**config.mk**
```make
export PLATFORM = sky130hd
export DESIGN_NAME = atss_ctrl
export DESIGN_NICKNAME = d
export VERILOG_FILES = /design/src/hdl/atss_pkg.sv /design/src/hdl/atss_ctrl.sv
export SDC_FILE = /design/constraint.sdc
export NUM_CORES = 1
export LEC_CHECK = 0
export ABC_AREA = 1
export BUFFER_PORTS_ARGS = -buffer_cell sky130_fd_sc_hd__clkbuf_2
export CAP_MARGIN = 20
export CORE_AREA = 2 2 39 41
export DETAILED_ROUTE_END_ITERATION = 8
export DIE_AREA = 0 0 41 43
export GPL_TIMING_DRIVEN = 0
export SLEW_MARGIN = 15
export SYNTH_ARGS = -nofsm -noshare
export SYNTH_HDL_FRONTEND = slang
export SYNTH_SLANG_ARGS = --single-unit
```
**constraint.sdc**
```tcl
create_clock -name clk -period 1 [get_ports clk]
set_input_delay 0.1 -clock clk [delete_from_list [all_inputs] [get_ports clk]]
set_output_delay 0.1 -clock clk [all_outputs]
set_load 0.05 [all_outputs]
```
**src/hdl/atss_pkg.sv**
```systemverilog
package atss_pkg;

  // Fixed-point format of the matrix and the accumulators.
  localparam int ACC_W     = 48;
  localparam int FRAC_BITS = 32;
  localparam int MAX_SPAN  = 64;
  localparam int MAX_DIM   = 4096;
  localparam int DIM_W     = 13;
  localparam int TEX_W     = 12;
  localparam int LEN_W     = 7;
  localparam int COORD_W   = 14;
  localparam int CFG_IDX_W = 3;
  localparam int CFG_DAT_W = 48;

  // Register indexes of the configuration port.
  localparam logic [CFG_IDX_W-1:0] REG_SCALE_X = 3'd0;
  localparam logic [CFG_IDX_W-1:0] REG_SKEW_X  = 3'd1;
  localparam logic [CFG_IDX_W-1:0] REG_SHIFT_X = 3'd2;
  localparam logic [CFG_IDX_W-1:0] REG_SKEW_Y  = 3'd3;
  localparam logic [CFG_IDX_W-1:0] REG_SCALE_Y = 3'd4;
  localparam logic [CFG_IDX_W-1:0] REG_SHIFT_Y = 3'd5;
  localparam logic [CFG_IDX_W-1:0] REG_TILE    = 3'd6;
  localparam logic [CFG_IDX_W-1:0] REG_DIMS    = 3'd7;

  // Tiling modes.
  localparam logic [1:0] TILE_CLAMP  = 2'd0;
  localparam logic [1:0] TILE_REPEAT = 2'd1;
  localparam logic [1:0] TILE_MIRROR = 2'd2;

  typedef enum logic [2:0] {
    ST_IDLE,
    ST_MAP_A,
    ST_MAP_B,
    ST_MAP_C,
    ST_RUN
  } state_t;

  // Commands from the controller to the datapath.
  typedef struct packed {
    logic load;    // capture the span inputs
    logic mul_a;   // first set of start products
    logic mul_b;   // second set of start products
    logic fin;     // form the start coordinates
    logic step;    // one pixel is emitted, advance
  } cmd_t;

  // Status from the datapath to the controller.
  typedef struct packed {
    logic out_free;  // output register empty or draining
    logic last_pix;  // one pixel left
  } sts_t;

endpackage

```
**src/hdl/atss_ctrl.sv**
```systemverilog
module atss_ctrl (
  input  logic                 clk,
  input  logic                 rst_n,
  input  logic                 in_fire,
  input  logic                 len_zero,
  input  atss_pkg::sts_t       sts,
  output logic                 in_ready,
  output atss_pkg::cmd_t       cmd
);

  atss_pkg::state_t state_r, state_nxt;

  // State register.
  always_ff @(posedge clk) begin
    if (!rst_n) begin
      state_r <= atss_pkg::ST_IDLE;
    end else begin
      state_r <= state_nxt;
    end
  end

  // Next state and commands.
  always_comb begin
    state_nxt = state_r;
    cmd       = '0;
    in_ready  = 1'b0;
    case (state_r)
      atss_pkg::ST_IDLE: begin
        in_ready = 1'b1;
        if (in_fire && !len_zero) begin
          cmd.load  = 1'b1;
          state_nxt = atss_pkg::ST_MAP_A;
        end
      end
      atss_pkg::ST_MAP_A: begin
        cmd.mul_a = 1'b1;
        state_nxt = atss_pkg::ST_MAP_B;
      end
      atss_pkg::ST_MAP_B: begin
        cmd.mul_b = 1'b1;
        state_nxt = atss_pkg::ST_MAP_C;
      end
      atss_pkg::ST_MAP_C: begin
        cmd.fin   = 1'b1;
        state_nxt = atss_pkg::ST_RUN;
      end
      atss_pkg::ST_RUN: begin
        if (sts.out_free) begin
          cmd.step = 1'b1;
          if (sts.last_pix) begin
            state_nxt = atss_pkg::ST_IDLE;
          end
        end
      end
      default: state_nxt = atss_pkg::ST_IDLE;
    endcase
  end

endmodule

```
==> run summary <==
Fmax: 0.884 GHz
# clock sinks: 3
Setup CP Type: flop to output port
share of layout cells above drive strength 1: 65.9%
synthesis-stage register bit count: 3
VDD IR max: 469 uV
Power Total: 0.000764 W
Period minus WS final: 1130 ps
highest-count cells in the layout ignoring fill and taps: nand3_1 (5), clkbuf_2 (5), buf_8 (4)
Crit Path Max Fanout: 4
chip width: 41 um
sequential area share after synthesis: 33.8%
Critical R2R Capture: state_r[1]
Chip Height: 43 um
Largest Register: state_r
endpoint class of the critical path: output port
Tot GR Track Use: 6.51%
Post-DP HPWL: 351 um
detail-routed net length per standard cell: 7.02 um
Synth Net Count: 34
status: finished, violations left
largest net degree at the start of global routing: 6
Regs by FF count: state_r (3)
Layout Cells excl Fill: 60
max FFs per register: 3
Starting Density: 12.8%
Final ANT Viol Nets: 0
Worst Setup Slack, final: -131 ps
core area: 1380 um^2
vias in the first global route: 213
DRC errors left: 0
WP data required: 900 ps
CP Launch Type: flop
top post-synthesis cells by area: dfxtp_1 (34%), nand3_1 (14%), inv_1 (8.5%)
via/cell ratio: 3.72
clk_lat worst skew: 230 ps
leak pwr: 0.192 nW
Reg2Reg Depth: 4
IO buf count: 11
Cell Count Post-Placement: 55
Synth top area share: 33.8%
PwrDens: 1980 nW/um^2
crit share post-route: 113%
CTS tree: yes
Final #Nets: 51
max cap viols: 0
pre-CTS setup slack: -79.8 ps
I/O pin total: 12
initial antenna violation count: 0
actual slew at the worst max-slew pin: 152 ps
Yosys warnings: 0
relative slew slack: 89.9%
RSZ-0062 raised after global routing: yes
flop-to-flop setup slack: 170 ps
final setup vio count: 6
H-tree Lvls: 1
# rows: 14
first-pass GRT wire length: 683 um
Syn Area/Cell: 6.35 um^2
final hold vios: 0
clock root cell: clkbuf_4
failing checks: setup timing
Synth cell types: 13
ant diodes: 0
Setup TNS: -651 ps
Slew Limit Fails: 0
Gate Count Post-Synth: 28
area delta synth->final: 118%
skew final: 1.49 ps
CTS Buf Count: 3
Post-Route WL: 421 um
DR vias: 223
GPL Wtd Cong: 0.666
GR Overflow Total: 0
register clock-pin slew on the reported worst setup and hold paths: 40 ps
Die ar.: 1760 um^2
drt first pass iters: 3
Synth Cell Area: 178 um^2
WP data arrival: 1030 ps
worst min path class: input port to flop
leading area contributor after synthesis: dfxtp_1
initial DRC count: 1
Critical Path End: cmd[4]
FF-to-FF Start: state_r[2]
Clock Path Buffers: 2
CP startpoint: state_r[2]
worst min path at each step:
stage	slack [ps]	to	cells past startpoint	from
final	80	state_r[1]	2	rst_n
after detailed placement	330	state_r[1]	2	rst_n
after global routing	90	state_r[1]	2	rst_n
after floorplan	220	state_r[1]	1	rst_n
after global placement	320	state_r[1]	2	rst_n
after CTS	80	state_r[1]	2	rst_n
through the flow:
stage | cell area (um^2) | hold WS [ps] | util [%]
2_1_floorplan | 186 | 218 | -
3_3_place_gp | 262 | 324 | 18.9
3_5_place_dp | 262 | 334 | 18.9
4_1_cts | 368 | 84.4 | 26.6
5_1_grt | 387 | 87.4 | 27.9
6_report | 387 | 82.9 | 27.9
cells by family after synthesis:
group                  Yosys count  share of synthesized area, %
AOI/OAI and AO/OA                2                          7.04
buffers and inverters            8                          19.0
DFF                              3                          33.8
and+or+nand+nor                 15                          40.1
cell usage after synthesis:
cell type  instances
nor2_1             4
dfxtp_1            3
inv_2              3
nand2_1            2
o21a_1             1
inv_1              4
and3_1             1
nor3_1             1
a21oi_1            1
nand2_2            1
buf_4              1
nand3_1            5
nor2_2             1
worst max-delay path, cell delays in order (launching register included):
cell and delay, ps:
dfxtp_2 330, inv_2 70, nand2_2 80, nor3_2 120, clkbuf_8 200
what timing repair did:
| item | 4_1_cts | 5_1_grt |
|---|---|---|
| setup buffers | 0 | 1 |
| gates resized for setup | 21 | 6 |
| pin swaps | 0 | 1 |
| hold buffers | 0 | 0 |
| endpoints found under the setup margin | 6 | 6 |
where the power goes:
part / switching [W] / internal [W]
Clock: 0.0000643 / 0.000150
Sequential: 0.0000310 / 0.000143
Combinational: 0.000210 / 0.000166
layout make-up:
cell class	count	area [um^2]
inverters	7	28.8
repair buffers	12	131
flip-flops and latches	3	68.8
well taps	16	20.0
multi-input cells	17	104
plain buffers	1	7.51
clock buffers	4	26.3
fillers	149	997
metal layers:
metal | part of all wire, % | wire length, um | global-route usage, % | vias to the layer above
met2 | 49 | 206 | 8.44 | 9
met1 | 35 | 148 | 5.43 | 92
li1 | - | - | - | 120
met4 | 5.0 | 21 | 10.0 | 0
met5 | 0 | 0 | 0 | -
met3 | 11 | 45 | 3.14 | 2
Note: power is estimated with default switching activity, not from simulation.
